`config.mk`:
```
export PLATFORM = sky130hd
export DESIGN_NAME = harvest_energy_budget_manager_core
export DESIGN_NICKNAME = d
export VERILOG_FILES = /design/src/hdl/hebm_pkg.sv /design/src/hdl/harvest_energy_budget_manager_core.sv
export SDC_FILE = /design/constraint.sdc
export NUM_CORES = 2
export LEC_CHECK = 0
export BUFFER_PORTS_ARGS = -buffer_cell sky130_fd_sc_hd__buf_2
export CORE_MARGIN = 2
export CORE_UTILIZATION = 45
export CTS_CLUSTER_DIAMETER = 50
export DETAILED_ROUTE_END_ITERATION = 12
export PLACE_DENSITY = 0.57
export SLEW_MARGIN = 25
export SYNTH_ARGS = -nofsm -noshare
export SYNTH_HDL_FRONTEND = slang
export SYNTH_SLANG_ARGS = --single-unit
```
`constraint.sdc`:
```
create_clock -name clk_i -period 16.36 [get_ports clk_i]
set_input_delay 1.636 -clock clk_i [delete_from_list [all_inputs] [get_ports clk_i]]
set_output_delay 1.636 -clock clk_i [all_outputs]
set_load 0.01 [all_outputs]
```
`src/hdl/hebm_pkg.sv`:
```
// Shared types and constants of the harvest energy budget manager.
`default_nettype none
package hebm_pkg;

  // Configuration register indexes
  localparam logic [2:0] REG_BATT_CAP  = 3'd0;
  localparam logic [2:0] REG_BUD_CEIL  = 3'd1;
  localparam logic [2:0] REG_BUD_FLOOR = 3'd2;
  localparam logic [2:0] REG_LEAK      = 3'd3;
  localparam logic [2:0] REG_RES_OFS   = 3'd4;
  localparam logic [2:0] REG_CHG_EFF   = 3'd5;
  localparam logic [2:0] REG_DEBOUNCE  = 3'd6;
  localparam logic [2:0] REG_DAY_END   = 3'd7;

  localparam int unsigned CFG_W = 31;

  // Operation codes
  localparam logic OP_NEW_SLOT = 1'b0;
  localparam logic OP_UNUSED   = 1'b1;

  // Register reset values
  localparam logic [30:0] BATT_CAP_RST  = 31'd100000000;
  localparam logic [14:0] BUD_CEIL_RST  = 15'd125;
  localparam logic [14:0] BUD_FLOOR_RST = 15'd50;
  localparam logic [15:0] LEAK_RST      = 16'd0;
  localparam logic [30:0] RES_OFS_RST   = 31'd1000000;
  localparam logic [15:0] CHG_EFF_RST   = 16'd48497;
  localparam logic [4:0]  DEBOUNCE_RST  = 5'd20;
  localparam logic [15:0] DAY_END_RST   = 16'd287;

  localparam logic [15:0] SLOT_NONE  = 16'hffff;
  localparam logic [17:0] DISCH_MULT = 18'd300;

  // Divider step counts
  localparam logic [5:0] DIVP_STEPS = 6'd24;
  localparam logic [5:0] DIVE_STEPS = 6'd48;

  typedef struct packed {
    logic        op;
    logic [15:0] amount;
  } in_t;

  typedef struct packed {
    logic [15:0] energy_budget;
    logic [30:0] battery_level;
    logic        is_ready;
    logic        is_day;
  } out_t;

  typedef enum logic [18:0] {
    ST_IDLE  = 19'b000_0000_0000_0000_0001,
    ST_TRACK = 19'b000_0000_0000_0000_0010,
    ST_NMUL  = 19'b000_0000_0000_0000_0100,
    ST_NRES  = 19'b000_0000_0000_0000_1000,
    ST_PSET  = 19'b000_0000_0000_0001_0000,
    ST_DIVP  = 19'b000_0000_0000_0010_0000,
    ST_PEND  = 19'b000_0000_0000_0100_0000,
    ST_PMUL  = 19'b000_0000_0000_1000_0000,
    ST_PHI   = 19'b000_0000_0001_0000_0000,
    ST_E1    = 19'b000_0000_0010_0000_0000,
    ST_DIVE  = 19'b000_0000_0100_0000_0000,
    ST_E2    = 19'b000_0000_1000_0000_0000,
    ST_U1    = 19'b000_0001_0000_0000_0000,
    ST_U2    = 19'b000_0010_0000_0000_0000,
    ST_U3    = 19'b000_0100_0000_0000_0000,
    ST_U4    = 19'b000_1000_0000_0000_0000,
    ST_U5    = 19'b001_0000_0000_0000_0000,
    ST_DONE  = 19'b010_0000_0000_0000_0000,
    ST_SPARE = 19'b100_0000_0000_0000_0000
  } state_e;

endpackage
`default_nettype wire

```
`src/hdl/harvest_energy_budget_manager_core.sv`:
```
// Energy budget manager: sequencer around a shared multiplier and divider.
//
//  channel | dir | handshake            | payload
//  in      | in  | in_valid_i/in_stall_o | in_data_i  (hebm_pkg::in_t)
//  out     | out | out_valid_o/out_stall_i | out_data_o (hebm_pkg::out_t)
//  cfg     | in  | cfg_we_i             | cfg_idx_i, cfg_data_i
//
// A new slot runs from acceptance to a valid result through up to 24 divider
// steps for the share p, 48 for the recharge term and ten further steps.
// An unused energy report runs the report steps up to U5, then DONE; any transaction
// before the first night goes from its first step straight to DONE. IDLE then takes the next input.
// The result sits in an output register; the next input is taken meanwhile.
// A stalled result holds the sequencer in its last step.
// Reset is asynchronous; state, configuration and control registers go to their defaults.
`default_nettype none
module harvest_energy_budget_manager_core (
  input  wire logic                     clk_i,
  input  wire logic                     rst_ni,
  input  wire logic                     in_valid_i,
  output logic                          in_stall_o,
  input  wire hebm_pkg::in_t            in_data_i,
  output logic                          out_valid_o,
  input  wire logic                     out_stall_i,
  output hebm_pkg::out_t                out_data_o,
  input  wire logic                     cfg_we_i,
  input  wire logic [2:0]               cfg_idx_i,
  input  wire logic [hebm_pkg::CFG_W-1:0] cfg_data_i
);

  hebm_pkg::state_e state_q, state_d;

  // configuration
  logic [30:0] cap_q;
  logic [14:0] ceil_q, floor_q;
  logic [15:0] leak_q, eff_q, dayend_q;
  logic [30:0] ofs_q;
  logic [4:0]  deb_q;

  // block state
  logic [30:0] batt_q;
  logic [14:0] bud_q;
  logic        night_q, ready_q, qd_q, last_q;
  logic [30:0] phi_q;
  logic [15:0] nss_q, nds_q, dl_q, slot_q, ls_q;
  logic [31:0] neut_q;
  logic [4:0]  cc_q;

  // transaction and datapath
  logic [15:0] amt_q;
  logic [16:0] span_q;
  logic [15:0] p_q;
  logic        dneg_q;
  logic signed [17:0] delta_q;
  logic [17:0] mul_a;
  logic [31:0] mul_b;
  logic [49:0] mul_q;
  logic [47:0] quo_q;
  logic [16:0] rem_q, dvs_q;
  logic [5:0]  cnt_q;
  logic        out_valid_q;
  hebm_pkg::out_t out_q;

  logic in_acc;
  assign in_acc     = in_valid_i && (state_q == hebm_pkg::ST_IDLE);
  assign in_stall_o = (state_q != hebm_pkg::ST_IDLE);
  assign out_valid_o = out_valid_q;
  assign out_data_o  = out_q;

  function automatic logic [14:0] clamp_e(input logic signed [50:0] v,
                                          input logic [14:0] lo,
                                          input logic [14:0] hi);
    logic signed [50:0] r;
    r = v;
    if (r < $signed({36'd0, lo})) r = $signed({36'd0, lo});
    if (r > $signed({36'd0, hi})) r = $signed({36'd0, hi});
    return r[14:0];
  endfunction

  // ---- slot tracking ----
  logic [15:0] t_slot, t_dl, t_nss, t_nds;
  logic        t_raw, t_q, t_qd, t_night, t_ready, t_last, t_nstart;
  logic [4:0]  t_cc;
  logic signed [17:0] t_span;
  always_comb begin
    t_slot = slot_q + 16'd1;
    t_dl   = ((t_slot > dl_q) && (dl_q != 16'd0)) ? t_slot : dl_q;
    t_raw  = (amt_q > 16'd1);
    t_qd   = qd_q;
    t_cc   = cc_q;
    t_q    = t_raw;
    if (t_raw != qd_q) begin
      t_cc = cc_q + 5'd1;
      if (cc_q < deb_q) begin
        t_q = qd_q;
      end else begin
        t_qd = t_raw;
        t_cc = 5'd0;
      end
    end else begin
      t_cc = 5'd0;
    end
    t_night  = night_q;
    t_ready  = ready_q;
    t_last   = last_q;
    t_nss    = nss_q;
    t_nds    = nds_q;
    t_nstart = 1'b0;
    if (t_q != last_q) begin
      if (t_q) begin
        if (night_q) begin
          if (ready_q) t_nds = t_slot;
          t_slot  = 16'd1;
          t_night = 1'b0;
        end
        t_last = t_q;
      end else if (!night_q && (amt_q == 16'd0)) begin
        t_ready  = 1'b1;
        t_night  = 1'b1;
        t_nss    = t_slot;
        if (nds_q == hebm_pkg::SLOT_NONE) t_nds = dayend_q;
        t_dl     = t_nds - 16'd1;
        t_nstart = 1'b1;
        t_last   = t_q;
      end
    end
    t_span = 18'sd1 + $signed({2'b0, t_dl}) - $signed({2'b0, t_nss});
  end

  // ---- share p setup ----
  logic signed [17:0] p_num, p_den;
  logic [16:0] p_anum, p_aden;
  logic [23:0] p_dvd;
  logic        p_one;
  always_comb begin
    if (qd_q) begin
      p_num = $signed({2'b0, slot_q}) - 18'sd1;
      p_den = $signed({2'b0, nss_q}) - 18'sd1;
    end else begin
      p_num = 18'sd1 + $signed({2'b0, dl_q}) - $signed({2'b0, slot_q});
      p_den = 18'sd1 + $signed({2'b0, dl_q}) - $signed({2'b0, nss_q});
    end
    p_anum = p_num[17] ? 17'(-p_num) : p_num[16:0];
    p_aden = p_den[17] ? 17'(-p_den) : p_den[16:0];
    p_dvd  = ({7'd0, p_anum} << 6) + ({7'd0, p_anum} << 5) + ({7'd0, p_anum} << 2);
    p_one  = (p_den == 18'sd0) || (p_num == 18'sd0) || (p_num[17] ^ p_den[17]);
  end

  // ---- budget terms ----
  logic signed [50:0] e1_v, e2_v;
  logic signed [33:0] d_v;
  logic [14:0] e1_c, e2_c;
  logic [31:0] d_abs;
  logic [47:0] q_mag;
  always_comb begin
    d_v   = $signed({3'd0, batt_q}) - $signed({3'd0, phi_q}) - $signed({3'd0, ofs_q});
    d_abs = d_v[33] ? 32'(-d_v) : d_v[31:0];
    e1_v  = 51'(d_v) + $signed({35'd0, amt_q}) - $signed({35'd0, leak_q});
    e1_c  = clamp_e(e1_v, floor_q, ceil_q);
    q_mag = quo_q;
    e2_v  = $signed({35'd0, amt_q}) - $signed({35'd0, leak_q})
            + (dneg_q ? -$signed({3'd0, q_mag}) : $signed({3'd0, q_mag}));
    e2_c  = clamp_e(e2_v, floor_q, ceil_q);
  end

  // ---- divider step ----
  logic [17:0] dv_sh;
  logic        dv_ge;
  assign dv_sh = {rem_q, quo_q[47]};
  assign dv_ge = (dv_sh >= {1'b0, dvs_q});

  // ---- report terms ----
  logic signed [32:0] lvl_v;
  logic [16:0] dl_abs;
  assign dl_abs = delta_q[17] ? 17'(-delta_q) : delta_q[16:0];
  always_comb begin
    lvl_v = dneg_q ? $signed({2'd0, batt_q}) - $signed({7'd0, mul_q[25:0]})
                   : $signed({2'd0, batt_q}) + $signed({7'd0, mul_q[25:0]});
  end

  // ---- shared multiplier operands ----
  always_comb begin
    mul_a = '0;
    mul_b = '0;
    case (state_q)
      hebm_pkg::ST_NMUL: begin
        mul_a = {1'b0, {2'b0, floor_q} + {1'b0, leak_q}};
        mul_b = {15'd0, span_q};
      end
      hebm_pkg::ST_PMUL: begin
        mul_a = {2'b0, p_q} + {1'b0, p_q, 1'b0};
        mul_b = neut_q;
      end
      hebm_pkg::ST_U2: begin
        mul_a = {2'b0, ls_q - {1'b0, bud_q}};
        mul_b = {16'd0, eff_q};
      end
      hebm_pkg::ST_U4: begin
        mul_a = hebm_pkg::DISCH_MULT;
        mul_b = {15'd0, dl_abs};
      end
      default: ;
    endcase
  end

  always_ff @(posedge clk_i) begin
    mul_q <= mul_a * mul_b;
  end

  // ---- next state ----
  always_comb begin
    state_d = state_q;
    case (state_q)
      hebm_pkg::ST_IDLE:
        if (in_acc) state_d = (in_data_i.op == hebm_pkg::OP_UNUSED) ? hebm_pkg::ST_U1
                                                                   : hebm_pkg::ST_TRACK;
      hebm_pkg::ST_TRACK:
        if (!t_ready)     state_d = hebm_pkg::ST_DONE;
        else if (t_nstart) state_d = hebm_pkg::ST_NMUL;
        else               state_d = hebm_pkg::ST_PSET;
      hebm_pkg::ST_NMUL: state_d = hebm_pkg::ST_NRES;
      hebm_pkg::ST_NRES: state_d = hebm_pkg::ST_PSET;
      hebm_pkg::ST_PSET: state_d = p_one ? hebm_pkg::ST_PMUL : hebm_pkg::ST_DIVP;
      hebm_pkg::ST_DIVP: if (cnt_q == 6'd1) state_d = hebm_pkg::ST_PEND;
      hebm_pkg::ST_PEND: state_d = hebm_pkg::ST_PMUL;
      hebm_pkg::ST_PMUL: state_d = hebm_pkg::ST_PHI;
      hebm_pkg::ST_PHI:  state_d = hebm_pkg::ST_E1;
      hebm_pkg::ST_E1:   state_d = ({1'b0, amt_q} > {2'b0, e1_c}) ? hebm_pkg::ST_DIVE
                                                                  : hebm_pkg::ST_DONE;
      hebm_pkg::ST_DIVE: if (cnt_q == 6'd1) state_d = hebm_pkg::ST_E2;
      hebm_pkg::ST_E2:   state_d = hebm_pkg::ST_DONE;
      hebm_pkg::ST_U1:   state_d = ready_q ? hebm_pkg::ST_U2 : hebm_pkg::ST_DONE;
      hebm_pkg::ST_U2:   state_d = (ls_q > {1'b0, bud_q}) ? hebm_pkg::ST_U3 : hebm_pkg::ST_U4;
      hebm_pkg::ST_U3:   state_d = hebm_pkg::ST_U4;
      hebm_pkg::ST_U4:   state_d = hebm_pkg::ST_U5;
      hebm_pkg::ST_U5:   state_d = hebm_pkg::ST_DONE;
      hebm_pkg::ST_DONE: if (!out_valid_q || !out_stall_i) state_d = hebm_pkg::ST_IDLE;
      default:           state_d = hebm_pkg::ST_IDLE;
    endcase
  end

  // ---- control and state registers ----
  always_ff @(posedge clk_i or negedge rst_ni) begin
    if (!rst_ni) begin
      state_q     <= hebm_pkg::ST_IDLE;
      cap_q       <= hebm_pkg::BATT_CAP_RST;
      ceil_q      <= hebm_pkg::BUD_CEIL_RST;
      floor_q     <= hebm_pkg::BUD_FLOOR_RST;
      leak_q      <= hebm_pkg::LEAK_RST;
      ofs_q       <= hebm_pkg::RES_OFS_RST;
      eff_q       <= hebm_pkg::CHG_EFF_RST;
      deb_q       <= hebm_pkg::DEBOUNCE_RST;
      dayend_q    <= hebm_pkg::DAY_END_RST;
      batt_q      <= hebm_pkg::BATT_CAP_RST;
      bud_q       <= '0;
      night_q     <= 1'b1;
      ready_q     <= 1'b0;
      phi_q       <= '0;
      nss_q       <= '0;
      nds_q       <= hebm_pkg::SLOT_NONE;
      dl_q        <= '0;
      slot_q      <= 16'd1;
      last_q      <= 1'b0;
      neut_q      <= '0;
      ls_q        <= '0;
      cc_q        <= '0;
      qd_q        <= 1'b0;
      cnt_q       <= '0;
      out_valid_q <= 1'b0;
    end else begin
      state_q <= state_d;
      if (cfg_we_i) begin
        case (cfg_idx_i)
          hebm_pkg::REG_BATT_CAP:  cap_q    <= cfg_data_i[30:0];
          hebm_pkg::REG_BUD_CEIL:  ceil_q   <= cfg_data_i[14:0];
          hebm_pkg::REG_BUD_FLOOR: floor_q  <= cfg_data_i[14:0];
          hebm_pkg::REG_LEAK:      leak_q   <= cfg_data_i[15:0];
          hebm_pkg::REG_RES_OFS:   ofs_q    <= cfg_data_i[30:0];
          hebm_pkg::REG_CHG_EFF:   eff_q    <= cfg_data_i[15:0];
          hebm_pkg::REG_DEBOUNCE:  deb_q    <= cfg_data_i[4:0];
          hebm_pkg::REG_DAY_END:   dayend_q <= cfg_data_i[15:0];
          default: ;
        endcase
      end
      if ((state_q == hebm_pkg::ST_DONE) && (!out_valid_q || !out_stall_i)) begin
        out_valid_q <= 1'b1;
      end else if (out_valid_q && !out_stall_i) begin
        out_valid_q <= 1'b0;
      end
      case (state_q)
        hebm_pkg::ST_TRACK: begin
          slot_q  <= t_slot;
          dl_q    <= t_dl;
          cc_q    <= t_cc;
          qd_q    <= t_qd;
          night_q <= t_night;
          ready_q <= t_ready;
          last_q  <= t_last;
          nss_q   <= t_nss;
          nds_q   <= t_nds;
          if (!t_ready) begin
            neut_q <= '0;
            phi_q  <= '0;
          end
        end
        hebm_pkg::ST_NRES:
          neut_q <= (mul_q[49:32] != '0) ? 32'hffff_ffff : mul_q[31:0];
        hebm_pkg::ST_PSET:
          if (!p_one) cnt_q <= hebm_pkg::DIVP_STEPS;
        hebm_pkg::ST_DIVP, hebm_pkg::ST_DIVE:
          cnt_q <= cnt_q - 6'd1;
        hebm_pkg::ST_PHI:
          phi_q <= (mul_q[49:31] != '0) ? 31'h7fff_ffff : mul_q[30:0];
        hebm_pkg::ST_E1: begin
          ls_q <= amt_q;
          if ({1'b0, amt_q} > {2'b0, e1_c}) cnt_q <= hebm_pkg::DIVE_STEPS;
          else bud_q <= e1_c;
        end
        hebm_pkg::ST_E2:
          bud_q <= e2_c;
        hebm_pkg::ST_U1:
          if (ready_q && ({1'b0, bud_q} > amt_q)) bud_q <= 15'({1'b0, bud_q} - amt_q);
        hebm_pkg::ST_U5: begin
          if (lvl_v < 33'sd0) batt_q <= '0;
          else if (lvl_v > $signed({2'd0, cap_q})) batt_q <= cap_q;
          else batt_q <= lvl_v[30:0];
        end
        default: ;
      endcase
    end
  end

  // ---- datapath registers ----
  always_ff @(posedge clk_i) begin
    case (state_q)
      hebm_pkg::ST_IDLE:
        if (in_acc) begin
          amt_q <= in_data_i.amount;
        end
      hebm_pkg::ST_TRACK:
        span_q <= t_span[17] ? 17'd0 : t_span[16:0];
      hebm_pkg::ST_PSET: begin
        p_q   <= 16'd1;
        quo_q <= {p_dvd, 24'd0};
        rem_q <= '0;
        dvs_q <= p_aden;
      end
      hebm_pkg::ST_DIVP, hebm_pkg::ST_DIVE: begin
        quo_q <= {quo_q[46:0], dv_ge};
        rem_q <= dv_ge ? 17'(dv_sh - {1'b0, dvs_q}) : dv_sh[16:0];
      end
      hebm_pkg::ST_PEND:
        if (quo_q[23:0] == 24'd0)   p_q <= 16'd1;
        else if (quo_q[23:16] != 8'd0) p_q <= 16'hffff;
        else                          p_q <= quo_q[15:0];
      hebm_pkg::ST_E1: begin
        dneg_q <= d_v[33];
        quo_q  <= {d_abs, 16'd0};
        rem_q  <= '0;
        dvs_q  <= {1'b0, (eff_q != 16'd0) ? eff_q : 16'd1};
      end
      hebm_pkg::ST_U2:
        if (!(ls_q > {1'b0, bud_q}))
          delta_q <= $signed({2'b0, ls_q}) - $signed({3'b0, bud_q}) - $signed({2'b0, leak_q});
      hebm_pkg::ST_U3:
        delta_q <= $signed({2'b0, mul_q[31:16]}) - $signed({2'b0, leak_q});
      hebm_pkg::ST_U4:
        dneg_q <= delta_q[17];
      hebm_pkg::ST_DONE:
        if (!out_valid_q || !out_stall_i) begin
          out_q.energy_budget <= {1'b0, bud_q};
          out_q.battery_level <= batt_q;
          out_q.is_ready      <= ready_q;
          out_q.is_day        <= qd_q;
        end
      default: ;
    endcase
  end

endmodule
`default_nettype wire
```
# After elaboration in Yosys (flattened, before gate mapping)
# Index checks and enable logic that the tools add are counted.
[classes]
add_sub_neg = 34
n_reduce_logical = 55
n_lt_le_gt_ge = 13
n_mul = 1
eq_ne = 42
n_bitwise = 1
mux = 85
[ops]
columns = ["op", "n"]
rows = [
  ["16-bit 2-to-1 mux", 22],
  ["19-bit case mux with 17 select lines", 1],
  ["51-bit 2-to-1 mux", 3],
  ["48-bit case mux with 3 select lines", 1],
  ["32-bit case mux with 4 select lines", 1],
  ["31-bit 2-to-1 mux", 4],
  ["18-bit 2-to-1 mux", 6],
  ["51-bit by 16-bit greater-than comparator with 1-bit output", 2],
  ["32-bit 2-to-1 mux", 3],
  ["19-bit 2-to-1 mux", 4],
  ["18-bit case mux with 4 select lines", 1],
  ["17-bit 2-to-1 mux", 4],
  ["17-bit case mux with 2 select lines", 2],
  ["32-bit case mux with 2 select lines", 1],
  ["31-bit case mux with 2 select lines", 1],
  ["15-bit 2-to-1 mux", 4],
  ["17-bit by 51-bit adder with 51-bit output", 1],
  ["51-bit by 16-bit < comparator with 1-bit output", 1],
  ["17-bit negator", 3],
  ["48-bit negator with 51-bit output", 1],
  ["18-bit by 32-bit multiplier with 50-bit output", 1],
  ["15-bit case mux with 3 select lines", 1],
  ["18-bit zero test", 2],
  ["18-bit case mux with 2 select lines", 1],
  ["87 further kinds", 160],
]
[totals]
reg_bits = 617
word_cells = 269
output_inout_bits = 51
inputBits = 56

# Logic depth before layout (Yosys ltp)
[depth]
depth_word = 11
ltp_mapped = 79
depth_no_buf = 74

# Worst setup path after synthesis
# Ideal clock, no wire load.
[synth_timing]
path_type = "register to register"
from = "register batt_q[0]"
to = "register bud_q[6]"
path_slack_ps = 2935
setup_ps = 126
stages_incl_launch_ff = 73
t_arrival_ps = 13299
synth_period_minus_slack_ps = 13425
required_time_ps = 16234
n_path_buf = 4
cell_sequence = "dfrtp_1 > inv_1 > ha_1 > inv_1 > fa_1 > a21o_1 > a21oi_1 > o21ai_0 > a21oi_1 > o21bai_1 > a21oi_1 > o21bai_1 > a21oi_1 > o21bai_1 > a21oi_1 > xnor2_1 > ha_1 > and3_1 > [... 37 more ...] > mux2i_1 > ha_1 > nor2b_1 > o21a_1 > o21a_1 > o21a_1 > o21ai_0 > nand2b_1 > a21oi_1 > nor2b_1 > o21ai_0 > a32oi_1 > and2_1 > a221oi_1 > o31a_1 > clkbuf_1 > o221ai_1 > o32a_1"
[synth_via]
elab_chain_cells = 11
elab_cells_between_ends = 13
cone_classes = "4 x add/sub; 3 x order compare; 1 x eq/ne; 4 x mux; 1 x reduce/logical"
[synth_lines]
columns = ["element", "line", "source"]
rows = [
  ["start, declared", "harvest_energy_budget_manager_core.sv:40", "logic [30:0] batt_q;"],
  ["start signal, assigned", "harvest_energy_budget_manager_core.sv:253", "batt_q <= hebm_pkg::BATT_CAP_RST;"],
  ["start signal, assigned", "harvest_energy_budget_manager_core.sv:324", "else if (lvl_v > $signed({2'd0, cap_q})) batt_q <= cap_q;"],
  ["start signal, assigned", "harvest_energy_budget_manager_core.sv:325", "else batt_q <= lvl_v[30:0];"],
  ["31-bit by 31-bit subtractor with 32-bit output (*)", "harvest_energy_budget_manager_core.sv:155", "d_v = $signed({3'd0, batt_q}) - $signed({3'd0, phi_q}) - $signed({3'd0, ofs_q});"],
  ["32-bit by 32-bit subtractor with 33-bit output (*)", "harvest_energy_budget_manager_core.sv:155", ""],
  ["33-bit by 17-bit adder with 34-bit output (*)", "harvest_energy_budget_manager_core.sv:157", "e1_v = 51'(d_v) + $signed({35'd0, amt_q}) - $signed({35'd0, leak_q});"],
  ["34-bit by 17-bit subtractor with 35-bit output (*)", "harvest_energy_budget_manager_core.sv:157", ""],
  ["35-bit by 16-bit < comparator with 1-bit output", "harvest_energy_budget_manager_core.sv:74", "if (r < $signed({36'd0, lo})) r = $signed({36'd0, lo});"],
  ["51-bit 2-to-1 mux (*)", "harvest_energy_budget_manager_core.sv:74", ""],
  ["51-bit by 16-bit greater-than comparator with 1-bit output", "harvest_energy_budget_manager_core.sv:75", "if (r > $signed({36'd0, hi})) r = $signed({36'd0, hi});"],
  ["15-bit 2-to-1 mux (*)", "harvest_energy_budget_manager_core.sv:75", ""],
  ["16-bit by 15-bit greater-than comparator with 1-bit output", "harvest_energy_budget_manager_core.sv:315", "if ({1'b0, amt_q} > {2'b0, e1_c}) cnt_q <= hebm_pkg::DIVE_STEPS;"],
  ["2-bit != test (no source line)", "n/a", ""],
  ["3-bit AND reduction (no source line)", "n/a", ""],
  ["end signal, assigned", "harvest_energy_budget_manager_core.sv:321", "if (ready_q && ({1'b0, bud_q} > amt_q)) bud_q <= 15'({1'b0, bud_q} - amt_q);"],
  ["end, declared", "harvest_energy_budget_manager_core.sv:41", "logic [14:0] bud_q;"],
]
# Every way passes the cells marked *; elsewhere a longest branch is shown, timed or not. The select of a mux whose other input is x is not followed.
# A chain may end at the register's enable or synchronous reset.

# Worst setup path after layout
[layout_timing]
from = "register batt_q[0]"
to = "register bud_q[4]"
# The elaborated chain is that of the path after synthesis.

==> impl_results.md <==
* Clk pin slew, worst setup/hold paths at 60 ps
* WL/cell at 24.77 um
* Synth unique cells at 109
* Vias in the first global route at 59.38k
* Crit path max-delay family: compound AO/OA/AOI/OAI gates
* Clock Tree Buf Depth at 3
* Die area at 0.1583 mm^2
* Busiest grt layer: met2
* DR vias at 60.85k
* Total GRT Usage at 0.3239
* Die W at 397.8 um
* Reg2reg start: batt_q[0]$_DFFE_PN0N_
* Syn Area/Cell at 8.481 um^2
* Synth async-reset ratio at 0.5974
* Max-slew violations at 0
* Final ANT Viol Nets at 0
* Post-synth EDFFs at 198
* Commonest non-fill, non-tap cells in the layout: nand2_1 (1,010), inv_1 (1,007), ha_1 (669)
* Register area at 0.01625 mm^2
* WP buf/inv at 7
* Post-DP HPWL at 202,300 um
* Max IR drop VDD at 0.6166 mV
* Max stage delay on crit path at 500 ps
* Hold Path Stages at 2
* Placed instance count at 10.18k
* Synthesized net count at 9,482
* Initial DRC Count at 5,583
* Multi-input logic area at 0.04877 mm^2
* TritonRoute pass-1 iters at 6
* Post-Syn Area at 0.06980 mm^2
* Worst slew margin at 0.1739
* Worst Setup Start Kind: flip-flop
* Filler cell count at 14.99k
* Area grow syn2layout at 9.476%
* Unrepaired setup endpoints after global routing: false
* Type of the worst min-delay path: flip-flop to flip-flop
* Worst path arrival time at 15,910 ps
* R2R cell count at 72
* GR Util met2 at 0.5067
* R2r setup slk at 1050 ps
* Top-Level Pins at 107
* Die height at 397.8 um
* Number of remaining DRC errors at 0
* Initial antenna violation count at 24
* Max Freq at 65.31 MHz
* Post-synth top flop: dfrtp_1
* Leak pwr at 35.16 nW
* Seq cells post-synth at 616
* CP endpoint kind: flip-flop
* Core Footprint at 0.1540 mm^2
* Finished Core Util at 0.4960
* Yosys warns at 0
* Clk_lat worst skew at 770 ps
* Port Buffers at 105
* MaxCap Viol Count at 0
* Final period util at 0.9359
* Clk Tree Root Cell: clkbuf_16
* Hold EP: nds_q[8]$_DFFE_PN1P_
* Minimum clock period at 15,310 ps
* Global-route wire length before repair at 383,500 um
* CP dominant cell by count: a21oi_1
* Syn Inst Count at 8,230
* Vias per std cell at 5.857
* Met3 Track Usage GR at 0.04844
* Slew @ Worst Pin at 1230 ps
* Critical Path Slowest Stage Cell: fa_1
* Hold Violations, Final at 0
* CTS tree: yes
* Critical R2R Capture: bud_q[4]$_DFFE_PN0P_
* Clock Skew at 54.34 ps
* H-tree levels at 3
* Most common cell after layout, fill and taps aside: nand2_1
* CP Max Fanout at 13
* Power Density at 152.0 mW/mm^2
* Sequential share of the synthesized area at 0.2328
* Num CTS Buffers at 101
* Rows at 144
* Final setup TNS at 0 ps
* Largest net degree at the start of global routing at 76
* CP Class: flip-flop to flip-flop
* Layout Cells excl Fill at 10.39k
* GR Util met1 at 0.4419
* Final GP Congestion at 1.008
* Initial Util at 0.4531
* WL final at 257,400 um
* Fin Hold WS at 487.5 ps
* Fin nets at 9,495
* Worst EP required at 16,960 ps
* Clock sink total at 616
* Overflow left after global routing at 0
* Proportion of layout cells with a drive suffix above 1 at 0.08150
* # setup viols final at 0
* Worst hold start: nds_q[8]$_DFFE_PN1P_
* Run status: completed
## sequential cells by signal, summed over array words and instances, names as in the netlist, 17 cells and up
register / flops
phi_q: 31
mul_q: 50
ofs_q: 31
neut_q: 32
q_mag: 48
rem_q: 17
dvs_q: 17
state_q: 18
span_q: 17
batt_q: 31
cap_q: 31
out_data_o: 48
delta_q: 18
## report_power, final
part	leakage [nW]	switching [mW]	total [mW]	internal, mW
combinational	26.7	4.23	7.14	2.92
sequential	6.74	0.230	2.22	1.99
clock	1.71	0.931	2.25	1.32
## kinds of logic (layout without fill, tap and decap cells)
| logic type | after synthesis | in the layout | synth area share |
|---|---|---|---|
| XOR/XNOR | 466 | 466 | 0.05908 |
| AO/OA/AOI/OAI | 1976 | 1976 | 0.1768 |
| multiplexers | 167 | 167 | 0.02547 |
| buffers and inverters | 1333 | 1434 | 0.07226 |
| other | 1 | 14 | 0.00005373 |
| flip-flops | 616 | 616 | 0.2328 |
| AND/OR/NAND/NOR | 2475 | 2475 | 0.1626 |
| adder cells (fa/ha/maj) | 1196 | 1196 | 0.2710 |
## worst reg2reg max path, delay by kind of cell (launching register included)
kind | cells | cell delay (ps)
flops | 1 | 410
buf+inv | 7 | 950
compound gates | 39 | 7710
fa+ha+maj | 8 | 2630
simple gates | 13 | 2300
xor+xnor | 2 | 390
mux | 3 | 820
## synth_stat cells, types with 82 or more instances
cell type | instances | area [um^2]
nand2_1 | 1013 | 3802
a21oi_1 | 505 | 2527
xor2_1 | 120 | 1051
nand3_1 | 136 | 680.7
dfrtp_1 | 291 | 7282
nand2b_1 | 98 | 613.1
clkbuf_1 | 291 | 1092
nor2_1 | 614 | 2305
o21ai_0 | 619 | 3098
edfxtp_1 | 198 | 5946
xnor2_1 | 342 | 2995
mux2_2 | 85 | 957.2
nor3_1 | 117 | 585.6
o21a_1 | 83 | 623.1
fa_1 | 526 | 10530
mux2i_1 | 82 | 820.8
a21o_1 | 174 | 1306
inv_1 | 1007 | 3780
ha_1 | 670 | 8383
## timing repair
action	in CTS	in global routing
gates resized for setup	0	8
endpoints found under the setup margin	0	15
hold buffers	0	0
buffers inserted	0	5
## routing by layer
layer / vias to the layer above / wire, um / part of all wire
met5: - / 0 / 0
met4: 0 / 13380 / 0.052
met3: 486 / 18620 / 0.072
met2: 2180 / 114400 / 0.44
met1: 30080 / 111000 / 0.43
li1: 28100 / - / -
## worst max-delay path by stage
stage / startpoint / depth (start not counted) / end / slack [ps]
floorplan: batt_q[0]$_DFFE_PN0N_ / 72 / bud_q[6]$_DFFE_PN0P_ / 2930
global placement: batt_q[0]$_DFFE_PN0N_ / 71 / bud_q[7]$_DFFE_PN0P_ / 1050
detailed placement: batt_q[0]$_DFFE_PN0N_ / 66 / bud_q[4]$_DFFE_PN0P_ / 800
CTS: batt_q[0]$_DFFE_PN0N_ / 66 / bud_q[4]$_DFFE_PN0P_ / 660
global route: batt_q[0]$_DFFE_PN0N_ / 72 / bud_q[4]$_DFFE_PN0P_ / 5
finish: batt_q[0]$_DFFE_PN0N_ / 72 / bud_q[4]$_DFFE_PN0P_ / 1050
## cell type report
type	count	area share
diodes	13	0.0004257
flip-flops and latches	616	0.2127
clock buffers	118	0.03499
clock inverters	73	0.01117
multi-input cells	6281	0.6382
inverters	1018	0.05007
repair buffers	225	0.01896
well taps	2044	0.03347
## through the flow
| stage | cell area, um^2 | total power, mW | setup slack (ps) |
|---|---|---|---|
| after floorplan | 69800 | 7.284 | 2935 |
| after global placement | 72720 | 9.241 | 1050 |
| after detailed placement | 72740 | 9.266 | 798.2 |
| after CTS | 76270 | 11.58 | 661.4 |
| after global routing | 76380 | 12.55 | 5.054 |
| final | 76410 | 11.62 | 1049 |
Power figures use the tool's default switching activity.
